===== config.mk =====
export PLATFORM = sky130hd
export DESIGN_NAME = weekly_alarm_scheduler_flat
export DESIGN_NICKNAME = d
export VERILOG_FILES = /design/src/sv/was_pkg.sv /design/src/sv/was_in_if.sv /design/src/sv/was_out_if.sv /design/src/sv/was_cfg_if.sv /design/src/sv/weekly_alarm_scheduler.sv /design/src/flat_wrapper.sv
export SDC_FILE = /design/constraint.sdc
export NUM_CORES = 1
export LEC_CHECK = 0
export ABC_AREA = 1
export BUFFER_PORTS_ARGS = -buffer_cell sky130_fd_sc_hd__buf_2
export CORE_AREA = 5 5 178 215
export DETAILED_ROUTE_END_ITERATION = 10
export DIE_AREA = 0 0 183 220
export GPL_TIMING_DRIVEN = 1
export MAX_ROUTING_LAYER = met4
export PLACE_DENSITY = 0.91
export SETUP_SLACK_MARGIN = 0.3
export SYNTH_ARGS = -nofsm -noshare
export SYNTH_HDL_FRONTEND = slang
export SYNTH_SLANG_ARGS = --single-unit

===== constraint.sdc =====
create_clock -name clk -period 11.2 [get_ports clk]
set_input_delay 0 -clock clk [delete_from_list [all_inputs] [get_ports clk]]
set_output_delay 0 -clock clk [all_outputs]
set_load 0.03 [all_outputs]

===== src/sv/was_pkg.sv =====
package was_pkg;

  // Table geometry
  localparam int NUM_ENTRIES = 16;
  localparam int IDX_W       = $clog2(NUM_ENTRIES);
  localparam int CNT_W       = $clog2(NUM_ENTRIES + 1);

  // Field widths
  localparam int OP_W       = 3;
  localparam int ENTRY_IX_W = 4;
  localparam int HOUR_W     = 5;
  localparam int MIN_W      = 6;
  localparam int SEC_W      = 6;
  localparam int SOD_W      = 17;
  localparam int WDAY_W     = 3;
  localparam int MASK_W     = 7;
  localparam int IN_USE_W   = 5;
  localparam int DELAY_W    = 20;
  localparam int TOD_W      = 17;
  localparam int CFG_IX_W   = 2;
  localparam int CFG_DATA_W = 8;

  // Time constants
  localparam int DAY_SECONDS   = 86400;
  localparam int DAYS_PER_WEEK = 7;

  // Operation codes
  typedef enum logic [OP_W-1:0] {
    OP_WRITE = 3'd0,
    OP_EVAL  = 3'd1,
    OP_FIRED = 3'd2,
    OP_START = 3'd3,
    OP_STOP  = 3'd4
  } op_t;

  // Configuration register indexes
  typedef enum logic [CFG_IX_W-1:0] {
    CFG_REPEAT  = 2'd0,
    CFG_MASK    = 2'd1,
    CFG_ENTRIES = 2'd2
  } cfg_idx_t;

  // One table entry as stored
  typedef struct packed {
    logic [HOUR_W-1:0] hour;
    logic [MIN_W-1:0]  minute;
    logic [SEC_W-1:0]  second;
    logic              enable;
  } entry_t;

  // Seconds since midnight of an entry's time of day
  function automatic logic [TOD_W-1:0] tod_seconds(entry_t e);
    return TOD_W'(e.hour) * TOD_W'(3600) + TOD_W'(e.minute) * TOD_W'(60)
           + TOD_W'(e.second);
  endfunction

  // First day ahead (1..7) whose mask bit is set, 0 if the mask is empty
  function automatic logic [WDAY_W-1:0] next_day(logic [MASK_W-1:0] mask,
                                                 logic [WDAY_W-1:0] wday);
    logic [WDAY_W-1:0] d_found;
    logic [WDAY_W:0]   pos;
    d_found = '0;
    for (int d = DAYS_PER_WEEK; d >= 1; d--) begin
      pos = (WDAY_W + 1)'(wday) + (WDAY_W + 1)'(d);
      if (pos >= (WDAY_W + 1)'(DAYS_PER_WEEK)) begin
        pos = pos - (WDAY_W + 1)'(DAYS_PER_WEEK);
      end
      if (mask[pos[WDAY_W-1:0]]) begin
        d_found = WDAY_W'(d);
      end
    end
    return d_found;
  endfunction

  // Seconds in a whole number of days ahead
  function automatic logic [DELAY_W-1:0] day_offset(logic [WDAY_W-1:0] d);
    logic [DELAY_W-1:0] ofs;
    case (d)
      3'd1:    ofs = DELAY_W'(1 * DAY_SECONDS);
      3'd2:    ofs = DELAY_W'(2 * DAY_SECONDS);
      3'd3:    ofs = DELAY_W'(3 * DAY_SECONDS);
      3'd4:    ofs = DELAY_W'(4 * DAY_SECONDS);
      3'd5:    ofs = DELAY_W'(5 * DAY_SECONDS);
      3'd6:    ofs = DELAY_W'(6 * DAY_SECONDS);
      3'd7:    ofs = DELAY_W'(7 * DAY_SECONDS);
      default: ofs = '0;
    endcase
    return ofs;
  endfunction

endpackage


===== src/sv/was_in_if.sv =====
interface was_in_if;
  logic                            valid;
  logic                            ready;
  logic [was_pkg::OP_W-1:0]        op;
  logic [was_pkg::ENTRY_IX_W-1:0]  entry_index;
  logic [was_pkg::HOUR_W-1:0]      entry_hour;
  logic [was_pkg::MIN_W-1:0]       entry_minute;
  logic [was_pkg::SEC_W-1:0]       entry_second;
  logic                            entry_enable;
  logic [was_pkg::SOD_W-1:0]       now_second_of_day;
  logic [was_pkg::WDAY_W-1:0]      now_weekday;

  modport source (
    output valid, op, entry_index, entry_hour, entry_minute, entry_second,
           entry_enable, now_second_of_day, now_weekday,
    input  ready
  );
  modport sink (
    input  valid, op, entry_index, entry_hour, entry_minute, entry_second,
           entry_enable, now_second_of_day, now_weekday,
    output ready
  );
endinterface


===== src/sv/was_out_if.sv =====
interface was_out_if;
  logic                            valid;
  logic                            ready;
  logic                            armed;
  logic [was_pkg::DELAY_W-1:0]     delay_seconds;
  logic [was_pkg::ENTRY_IX_W-1:0]  next_index;
  logic [was_pkg::ENTRY_IX_W-1:0]  fired_index;

  modport source (
    output valid, armed, delay_seconds, next_index, fired_index,
    input  ready
  );
  modport sink (
    input  valid, armed, delay_seconds, next_index, fired_index,
    output ready
  );
endinterface


===== src/sv/was_cfg_if.sv =====
interface was_cfg_if;
  logic                             valid;
  logic                             ready;
  logic [was_pkg::CFG_IX_W-1:0]     index;
  logic [was_pkg::CFG_DATA_W-1:0]   data;

  modport source (
    output valid, index, data,
    input  ready
  );
  modport sink (
    input  valid, index, data,
    output ready
  );
endinterface


===== src/sv/weekly_alarm_scheduler.sv =====
// Steps: entry write and unused ops go straight to the result word. Evaluate scans the
// N entries in use (N = entries in use) and then loads the result; fired, in one-shot mode
// with a last choice, first does a read-modify-write of the fired entry; start/stop first sweep the N entries.
// One word at a time: the next word is taken only after the result loads, and the result
// load waits while an earlier result is still pending on the output.
// Reset (rst_n low, synchronous): entries read as zero, stopped, no last choice,
// one-shot mode, empty weekday mask, 16 entries in use, no result pending.
module weekly_alarm_scheduler (
  input  logic      clk,
  input  logic      rst_n,
  was_in_if.sink    in_ch,
  was_out_if.source out_ch,
  was_cfg_if.sink   cfg_ch
);

  typedef enum logic [5:0] {
    ST_IDLE    = 6'b000001,
    ST_SWEEP   = 6'b000010,
    ST_FIRE_RD = 6'b000100,
    ST_FIRE_WR = 6'b001000,
    ST_SCAN    = 6'b010000,
    ST_DONE    = 6'b100000
  } state_t;

  localparam int IDX_W   = was_pkg::IDX_W;
  localparam int CNT_W   = was_pkg::CNT_W;
  localparam int DELAY_W = was_pkg::DELAY_W;
  localparam int SOD_W   = was_pkg::SOD_W;
  localparam int TOD_W   = was_pkg::TOD_W;
  localparam int WDAY_W  = was_pkg::WDAY_W;
  localparam int MASK_W  = was_pkg::MASK_W;
  localparam int EIX_W   = was_pkg::ENTRY_IX_W;

  state_t state_r, state_nxt;

  // Configuration
  logic                          repeat_r;
  logic [MASK_W-1:0]             mask_r;
  logic [was_pkg::IN_USE_W-1:0]  in_use_r;

  // Scheduler state
  logic                running_r;
  logic [IDX_W:0]      last_r;
  logic                sweep_en_r;
  logic [SOD_W-1:0]    now_r;
  logic [DELAY_W-1:0]  day_ofs_r;
  logic                mask_today_r;
  logic [EIX_W-1:0]    fired_r;
  logic [CNT_W-1:0]    cnt_r, cnt_nxt;
  logic [CNT_W-1:0]    limit;

  // Entry memory and its valid bits
  was_pkg::entry_t           mem [was_pkg::NUM_ENTRIES];
  logic [was_pkg::NUM_ENTRIES-1:0] valid_r;
  logic                      mem_re, mem_we;
  logic [IDX_W-1:0]          mem_raddr, mem_waddr;
  was_pkg::entry_t           mem_wdata;
  was_pkg::entry_t           rdata_r, entry_q;
  logic                      rd_valid_r;
  logic                      rd_pend_r;
  logic [IDX_W-1:0]          rd_addr_r;

  // Evaluation stage
  logic                t_pend_r;
  logic [TOD_W-1:0]    t_r;
  logic                t_en_r;
  logic [IDX_W-1:0]    t_idx_r;
  logic [DELAY_W-1:0]  best_r;
  logic [IDX_W-1:0]    best_idx_r;
  logic                found_r;
  logic                is_prior, later, cand_ok, take;
  logic [DELAY_W-1:0]  t_ext, cand;

  // Result register
  logic                out_valid_r;
  logic                out_armed_r;
  logic [DELAY_W-1:0]  out_delay_r;
  logic [EIX_W-1:0]    out_next_r;
  logic [EIX_W-1:0]    out_fired_r;

  // Accept-time decode
  logic                in_acc;
  logic                last_ok;
  logic                scan_end;
  logic                out_load;
  logic [SOD_W-1:0]    now_n;
  logic [WDAY_W-1:0]   wday_n;

  assign in_acc    = in_ch.valid && in_ch.ready;
  assign in_ch.ready = (state_r == ST_IDLE);
  assign cfg_ch.ready = 1'b1;
  assign last_ok   = (32'(last_r) < was_pkg::NUM_ENTRIES);
  assign limit     = (32'(in_use_r) > was_pkg::NUM_ENTRIES) ? CNT_W'(was_pkg::NUM_ENTRIES)
                                                             : in_use_r[CNT_W-1:0];
  assign now_n     = (32'(in_ch.now_second_of_day) > was_pkg::DAY_SECONDS - 1)
                     ? SOD_W'(was_pkg::DAY_SECONDS - 1) : in_ch.now_second_of_day;
  assign wday_n    = (32'(in_ch.now_weekday) >= was_pkg::DAYS_PER_WEEK)
                     ? '0 : in_ch.now_weekday;
  assign scan_end  = (cnt_r == limit) && !rd_pend_r && !t_pend_r;
  assign out_load  = (state_r == ST_DONE) && (!out_valid_r || out_ch.ready);

  // Configuration writes
  always_ff @(posedge clk) begin
    if (!rst_n) begin
      repeat_r <= 1'b0;
      mask_r   <= '0;
      in_use_r <= was_pkg::IN_USE_W'(16);
    end else if (cfg_ch.valid && cfg_ch.ready) begin
      case (cfg_ch.index)
        was_pkg::CFG_REPEAT:  repeat_r <= cfg_ch.data[0];
        was_pkg::CFG_MASK:    mask_r   <= cfg_ch.data[MASK_W-1:0];
        was_pkg::CFG_ENTRIES: in_use_r <= cfg_ch.data[was_pkg::IN_USE_W-1:0];
        default: ;
      endcase
    end
  end

  // Sequence the operation
  always_comb begin
    state_nxt = state_r;
    cnt_nxt   = cnt_r;
    case (state_r)
      ST_IDLE: begin
        if (in_acc) begin
          cnt_nxt = '0;
          case (in_ch.op)
            was_pkg::OP_EVAL:  state_nxt = ST_SCAN;
            was_pkg::OP_FIRED: state_nxt = (last_ok && !repeat_r) ? ST_FIRE_RD : ST_SCAN;
            was_pkg::OP_START: state_nxt = ST_SWEEP;
            was_pkg::OP_STOP:  state_nxt = ST_SWEEP;
            default:           state_nxt = ST_DONE;
          endcase
        end
      end
      ST_SWEEP: begin
        if (cnt_r != limit) begin
          cnt_nxt = cnt_r + 1'b1;
        end else if (!rd_pend_r) begin
          cnt_nxt   = '0;
          state_nxt = ST_SCAN;
        end
      end
      ST_FIRE_RD: state_nxt = ST_FIRE_WR;
      ST_FIRE_WR: state_nxt = ST_SCAN;
      ST_SCAN: begin
        if (cnt_r != limit) begin
          cnt_nxt = cnt_r + 1'b1;
        end else if (scan_end) begin
          state_nxt = ST_DONE;
        end
      end
      ST_DONE: begin
        if (out_load) begin
          state_nxt = ST_IDLE;
        end
      end
      default: state_nxt = ST_IDLE;
    endcase
  end

  // Steer the memory ports
  always_comb begin
    mem_re    = 1'b0;
    mem_raddr = cnt_r[IDX_W-1:0];
    mem_we    = 1'b0;
    mem_waddr = rd_addr_r;
    mem_wdata = entry_q;
    case (state_r)
      ST_IDLE: begin
        if (in_acc && in_ch.op == was_pkg::OP_WRITE
            && 32'(in_ch.entry_index) < was_pkg::NUM_ENTRIES) begin
          mem_we           = 1'b1;
          mem_waddr        = in_ch.entry_index[IDX_W-1:0];
          mem_wdata.hour   = in_ch.entry_hour;
          mem_wdata.minute = in_ch.entry_minute;
          mem_wdata.second = in_ch.entry_second;
          mem_wdata.enable = in_ch.entry_enable;
        end
      end
      ST_SWEEP: begin
        mem_re           = (cnt_r != limit);
        mem_we           = rd_pend_r;
        mem_wdata.enable = sweep_en_r;
      end
      ST_FIRE_RD: begin
        mem_re    = 1'b1;
        mem_raddr = last_r[IDX_W-1:0];
      end
      ST_FIRE_WR: begin
        mem_we           = rd_pend_r;
        mem_wdata.enable = 1'b0;
      end
      ST_SCAN: mem_re = (cnt_r != limit);
      default: ;
    endcase
  end

  // Entry memory, registered read
  always_ff @(posedge clk) begin
    if (mem_we) begin
      mem[mem_waddr] <= mem_wdata;
    end
    if (mem_re) begin
      rdata_r    <= mem[mem_raddr];
      rd_valid_r <= valid_r[mem_raddr];
      rd_addr_r  <= mem_raddr;
    end
  end

  // Unwritten entries read as zero
  assign entry_q = rd_valid_r ? rdata_r : '0;

  // Compare one entry's next trigger against the best so far
  always_comb begin
    is_prior = ({1'b0, t_idx_r} == last_r);
    later    = (t_r > now_r);
    t_ext    = DELAY_W'(t_r);
    if (repeat_r) begin
      cand_ok = (mask_r != '0);
      cand    = (!is_prior && mask_today_r && later) ? t_ext : t_ext + day_ofs_r;
    end else begin
      cand_ok = 1'b1;
      cand    = later ? t_ext : t_ext + DELAY_W'(was_pkg::DAY_SECONDS);
    end
    take = t_pend_r && t_en_r && running_r && cand_ok && (!found_r || cand < best_r);
  end

  // Control registers
  always_ff @(posedge clk) begin
    if (!rst_n) begin
      state_r     <= ST_IDLE;
      cnt_r       <= '0;
      valid_r     <= '0;
      rd_pend_r   <= 1'b0;
      t_pend_r    <= 1'b0;
      found_r     <= 1'b0;
      running_r   <= 1'b0;
      last_r      <= (IDX_W + 1)'(was_pkg::NUM_ENTRIES);
      out_valid_r <= 1'b0;
    end else begin
      state_r   <= state_nxt;
      cnt_r     <= cnt_nxt;
      rd_pend_r <= mem_re;
      t_pend_r  <= (state_r == ST_SCAN) && rd_pend_r;
      if (mem_we) begin
        valid_r[mem_waddr] <= 1'b1;
      end
      // start a new word
      if (in_acc) begin
        found_r <= 1'b0;
        if (in_ch.op == was_pkg::OP_START || in_ch.op == was_pkg::OP_STOP) begin
          running_r <= (in_ch.op == was_pkg::OP_START);
          last_r    <= (IDX_W + 1)'(was_pkg::NUM_ENTRIES);
        end
      end else if (take) begin
        found_r <= 1'b1;
      end
      // deliver the result and record the choice
      if (out_load) begin
        out_valid_r <= 1'b1;
        if (found_r) begin
          last_r <= {1'b0, best_idx_r};
        end
      end else if (out_ch.ready) begin
        out_valid_r <= 1'b0;
      end
    end
  end

  // Payload registers
  always_ff @(posedge clk) begin
    if (in_acc) begin
      now_r        <= now_n;
      day_ofs_r    <= was_pkg::day_offset(was_pkg::next_day(mask_r, wday_n));
      mask_today_r <= mask_r[wday_n];
      sweep_en_r   <= (in_ch.op == was_pkg::OP_START);
      fired_r      <= (in_ch.op == was_pkg::OP_FIRED && last_ok)
                      ? EIX_W'(last_r[IDX_W-1:0]) : '0;
    end
    if ((state_r == ST_SCAN) && rd_pend_r) begin
      t_r     <= was_pkg::tod_seconds(entry_q);
      t_en_r  <= entry_q.enable;
      t_idx_r <= rd_addr_r;
    end
    if (take) begin
      best_r     <= cand;
      best_idx_r <= t_idx_r;
    end
    if (out_load) begin
      out_armed_r <= found_r;
      out_delay_r <= found_r ? best_r - DELAY_W'(now_r) : '0;
      out_next_r  <= found_r ? EIX_W'(best_idx_r) : '0;
      out_fired_r <= fired_r;
    end
  end

  assign out_ch.valid         = out_valid_r;
  assign out_ch.armed         = out_armed_r;
  assign out_ch.delay_seconds = out_delay_r;
  assign out_ch.next_index    = out_next_r;
  assign out_ch.fired_index   = out_fired_r;

  // Read and write never hit the same entry in the same cycle
  a_no_rw_overlap: assert property (@(posedge clk) disable iff (!rst_n)
    (mem_re && mem_we) |-> (mem_raddr != mem_waddr))
    else $error("entry read and write collide");

  // An armed trigger always lies in the future
  a_armed_future: assert property (@(posedge clk) disable iff (!rst_n)
    (out_ch.valid && out_ch.armed) |-> (out_ch.delay_seconds != '0))
    else $error("armed result with zero delay");

  // The last choice only moves on accept or on result delivery
  a_last_stable: assert property (@(posedge clk) disable iff (!rst_n)
    (!in_acc && !out_load) |=> $stable(last_r))
    else $error("last choice changed mid-operation");

  // The scan leaves the table untouched
  a_scan_no_write: assert property (@(posedge clk) disable iff (!rst_n)
    (state_r == ST_SCAN) |-> !mem_we)
    else $error("entry written during scan");

endmodule

===== src/flat_wrapper.sv =====
// flat-port wrapper written by rule: the top's interface ports become plain ports
module weekly_alarm_scheduler_flat 
  (clk, rst_n, in_ch_valid, in_ch_op, in_ch_entry_index, in_ch_entry_hour, in_ch_entry_minute, in_ch_entry_second, in_ch_entry_enable, in_ch_now_second_of_day, in_ch_now_weekday, in_ch_ready, out_ch_valid, out_ch_armed, out_ch_delay_seconds, out_ch_next_index, out_ch_fired_index, out_ch_ready, cfg_ch_valid, cfg_ch_index, cfg_ch_data, cfg_ch_ready);
  was_in_if in_ch_i ();
  was_out_if out_ch_i ();
  was_cfg_if cfg_ch_i ();
  input  logic clk;
  input  logic rst_n;
  input wire logic [$bits(in_ch_i.valid)-1:0] in_ch_valid;
  input wire logic [$bits(in_ch_i.op)-1:0] in_ch_op;
  input wire logic [$bits(in_ch_i.entry_index)-1:0] in_ch_entry_index;
  input wire logic [$bits(in_ch_i.entry_hour)-1:0] in_ch_entry_hour;
  input wire logic [$bits(in_ch_i.entry_minute)-1:0] in_ch_entry_minute;
  input wire logic [$bits(in_ch_i.entry_second)-1:0] in_ch_entry_second;
  input wire logic [$bits(in_ch_i.entry_enable)-1:0] in_ch_entry_enable;
  input wire logic [$bits(in_ch_i.now_second_of_day)-1:0] in_ch_now_second_of_day;
  input wire logic [$bits(in_ch_i.now_weekday)-1:0] in_ch_now_weekday;
  output wire logic [$bits(in_ch_i.ready)-1:0] in_ch_ready;
  output wire logic [$bits(out_ch_i.valid)-1:0] out_ch_valid;
  output wire logic [$bits(out_ch_i.armed)-1:0] out_ch_armed;
  output wire logic [$bits(out_ch_i.delay_seconds)-1:0] out_ch_delay_seconds;
  output wire logic [$bits(out_ch_i.next_index)-1:0] out_ch_next_index;
  output wire logic [$bits(out_ch_i.fired_index)-1:0] out_ch_fired_index;
  input wire logic [$bits(out_ch_i.ready)-1:0] out_ch_ready;
  input wire logic [$bits(cfg_ch_i.valid)-1:0] cfg_ch_valid;
  input wire logic [$bits(cfg_ch_i.index)-1:0] cfg_ch_index;
  input wire logic [$bits(cfg_ch_i.data)-1:0] cfg_ch_data;
  output wire logic [$bits(cfg_ch_i.ready)-1:0] cfg_ch_ready;
  assign in_ch_i.valid = in_ch_valid;
  assign in_ch_i.op = in_ch_op;
  assign in_ch_i.entry_index = in_ch_entry_index;
  assign in_ch_i.entry_hour = in_ch_entry_hour;
  assign in_ch_i.entry_minute = in_ch_entry_minute;
  assign in_ch_i.entry_second = in_ch_entry_second;
  assign in_ch_i.entry_enable = in_ch_entry_enable;
  assign in_ch_i.now_second_of_day = in_ch_now_second_of_day;
  assign in_ch_i.now_weekday = in_ch_now_weekday;
  assign in_ch_ready = in_ch_i.ready;
  assign out_ch_valid = out_ch_i.valid;
  assign out_ch_armed = out_ch_i.armed;
  assign out_ch_delay_seconds = out_ch_i.delay_seconds;
  assign out_ch_next_index = out_ch_i.next_index;
  assign out_ch_fired_index = out_ch_i.fired_index;
  assign out_ch_i.ready = out_ch_ready;
  assign cfg_ch_i.valid = cfg_ch_valid;
  assign cfg_ch_i.index = cfg_ch_index;
  assign cfg_ch_i.data = cfg_ch_data;
  assign cfg_ch_ready = cfg_ch_i.ready;
  weekly_alarm_scheduler u_core (.clk(clk), .rst_n(rst_n), .in_ch(in_ch_i), .out_ch(out_ch_i), .cfg_ch(cfg_ch_i));
endmodule

==> out/metrics.yaml <==
status:
  run_status: "completed"
cts:
  cts_tree: "built"
  cts_buffer_depth: 3
  cts_root_buffer: "clkbuf_16"
  cts_setup_buffers: 0
  clk_pin_slew_ps: 60
  cts_inserted_buffers: 44
  h-tree-depth: 2
  cts_sinks: 470
  clock_latency_ps: 570
worst_setup_path:
  path_buf_inv: 5
  required_ps: 11510
  path_delay_family: "adder cells"
  critPathLaunchType: "flop"
  slowest_delay_ps: 530
  crit_start: "u_core.rd_valid_r$_DFFE_PP_"
  r2r-start: "u_core.rd_valid_r$_DFFE_PP_"
  cpMaxStageDelayCell: "fa_1"
  cp_max_fo: 18
  critPathCaptureType: "flop"
  path_common_cell: "nand2_1"
  crit_arrival_ps: 6010
  critPathKind: "reg2reg"
synth:
  async_flop_share_pct: 0
  yosysWarnings: 0
  synthesis.nets: 2448
  ys_seq_area_share_pct: 58.1
  ys.flop_type: "edfxtp_1"
  ys_seq_elements: 470
  syn_area_um2: 23400
  synth_edf_count: 420
  synthCells: 2249
  synth_area_per_cell_um2: 10.4
  synth_cell_type_count: 58
floorplanning:
  row_count: 77
  dieArea_um2: 40300
  die_h_um: 220
  io_pins: 92
  start_util_pct: 64.8
  dieWidth_um: 183
  core-area_um2: 36100
timing:
  setup_viol: 0
  fin_crit_ps: 5700
  fmax_ghz: 0.175
  period_share_pct: 50.9
  clock_skew_ps: 15.3
  tns_ps: 0
  hold_viol: 0
  final_max_slew_viol_count: 0
  worst_pin_slew_ps: 1340
  rsz0062_at_grt: "no"
  slew_headroom_pct: 10.8
route:
  via_count: 18100
  viasPerCell: 6.27
  drc: 0
  wl_per_cell_um: 20.7
  antenna_left: 0
  drt-pass1-iter-count: 7
  wirelength_um: 59800
  initialDrtViolationCount: 2394
cells_and_area:
  final_common_cell: "edfxtp_1"
  mostFrequentLayoutCells: "420 x edfxtp_1, 289 x nand2_1, 246 x nor2_1"
  areaGrowthSynthToFinish_pct: 12.2
  fill_cells: 2263
  nets: 2580
  drive_gt1_share_pct: 10.4
  layout.cells.non_filler: 2889
  n_antenna_cell: 0
power:
  power_w: 0.00435
  power_density_nw_per_um2: 166
  leakage_nw: 10.5
  ir_drop_v: 0.000187
placed_design:
  dp_hpwl_um: 35900
  dp.cells: 2752
  port_buffers: 89
  gp_congestion: 0.932
min_path:
  hp-class: "in2reg"
  hp-start: "in_ch_entry_hour[4]"
global_routing:
  grt_pass1_wl_um: 92900
  antenna_found_initial: 0
  grt_pass1_vias: 18100
  grt_max_degree: 129
  gr-total-overflow: 0
  grt_util_all_layers_pct: 30.0
run:
  maxCapViolCount: 0
[synth_stat cells, drive strengths merged, types with 5 or more instances]
master	number	area, um^2
a21boi	5	37.5
a21oi	118	591
buf	18	106
clkbuf	65	244
dfxtp	50	1000
edfxtp	420	12600
fa	17	340
ha	122	1530
inv	265	995
nand2	296	1130
nand3	99	528
nand4	18	113
nor2	265	1060
nor3	20	111
nor4	8	65.1
o211ai	31	233
o21a	8	60.1
o21ai	252	1290
o221ai	54	473
o22ai	23	144
o31ai	5	37.5
or2	16	100
xnor2	10	87.6
xor2	32	288
[layout make-up]
cell class	count	area, um^2	area share (%)
Tap cell	474	593	2.26
Clock buffer	54	1160	4.41
Timing Repair Buffer	169	1190	4.52
Inverter	266	1000	3.80
Sequential cell	470	13600	51.8
Clock inverter	26	251	0.957
Multi-Input combinational cell	1430	8480	32.3
[per-stage QoR]
step | hold WS, ps | area (um^2) | setup WS (ps) | utilization, %
floorplan | 126 | 23400 | 6020 | -
global placement | 220 | 24300 | 5930 | 67.3
detailed placement | 233 | 24300 | 5660 | 67.3
CTS | 9.38 | 26300 | 5580 | 72.7
global route | 35.0 | 26300 | 5150 | 72.7
finish | 4.25 | 26300 | 5500 | 72.7
[registers in the layout, summed over array words and instances, names as in the netlist, 5 cells and up]
| register | flops |
|---|---|
| u_core.rdata_r | 18 |
| u_core.state_r | 6 |
| u_core.mem | 288 |
| u_core.valid_r | 16 |
| u_core.cnt_r | 5 |
| u_core.last_r | 5 |
| u_core.now_r | 17 |
| u_core.out_ch.delay_seconds | 20 |
| u_core.day_ofs_r | 11 |
| u_core.mask_r | 7 |
| u_core.best_r | 20 |
| u_core.t_r | 17 |
| u_core.in_use_r | 5 |
[kinds of logic (layout without fill, tap and decap cells)]
logic type,after synthesis,count (layout),share of synthesized area (%)
and+or+nand+nor,730,730,13.5
buffers and inverters,349,515,5.76
xor gates and xnor gates,42,42,1.60
other,1,1,0.0160
muxes,1,1,0.0427
AOI/OAI and AO/OA,517,517,13.0
adders and majority gates,139,139,7.97
DFF,470,470,58.1
[timing repair]
item                                   in CTS  in global routing
hold buffers                               57                  0
gates resized for setup                     0                  0
endpoints found under the hold margin     132                  0
[worst min-delay path: stages]
cell	delay [ps]
buf_2	90
nand2_1	50
o21ai_0	100
buf_4	200
[routing by layer]
metal  track usage (%)  vias to the layer above  share of wire [%]
met3              3.98                      258                9.6
met1              34.7                     8523                 35
met5                 -                        -                  0
li1                  -                     8168                  -
met4              14.3                        0                4.8
met2              52.2                     1170                 51
[power by group]
part           total (W)  internal [W]  switching, W
clock network    0.00148      0.000834      0.000642
logic           0.000860      0.000271      0.000590
registers        0.00202       0.00199     0.0000253
total            0.00435       0.00310       0.00126
[final timing paths]
| check | end | slack [ps] | cells past startpoint |
|---|---|---|---|
| setup / recovery | u_core.t_r[16]$_DFFE_PP_ | 5500 | 27 |
| hold / removal | u_core.mem[9][17]$_DFFE_PP_ | 4 | 4 |
| setup reg to reg | u_core.t_r[16]$_DFFE_PP_ | 5500 | 27 |
| hold reg to reg | u_core.out_ch.fired_index[2]$_DFFE_PP_ | 420 | 0 |
No activity file was read; power rests on OpenSTA's default activity.
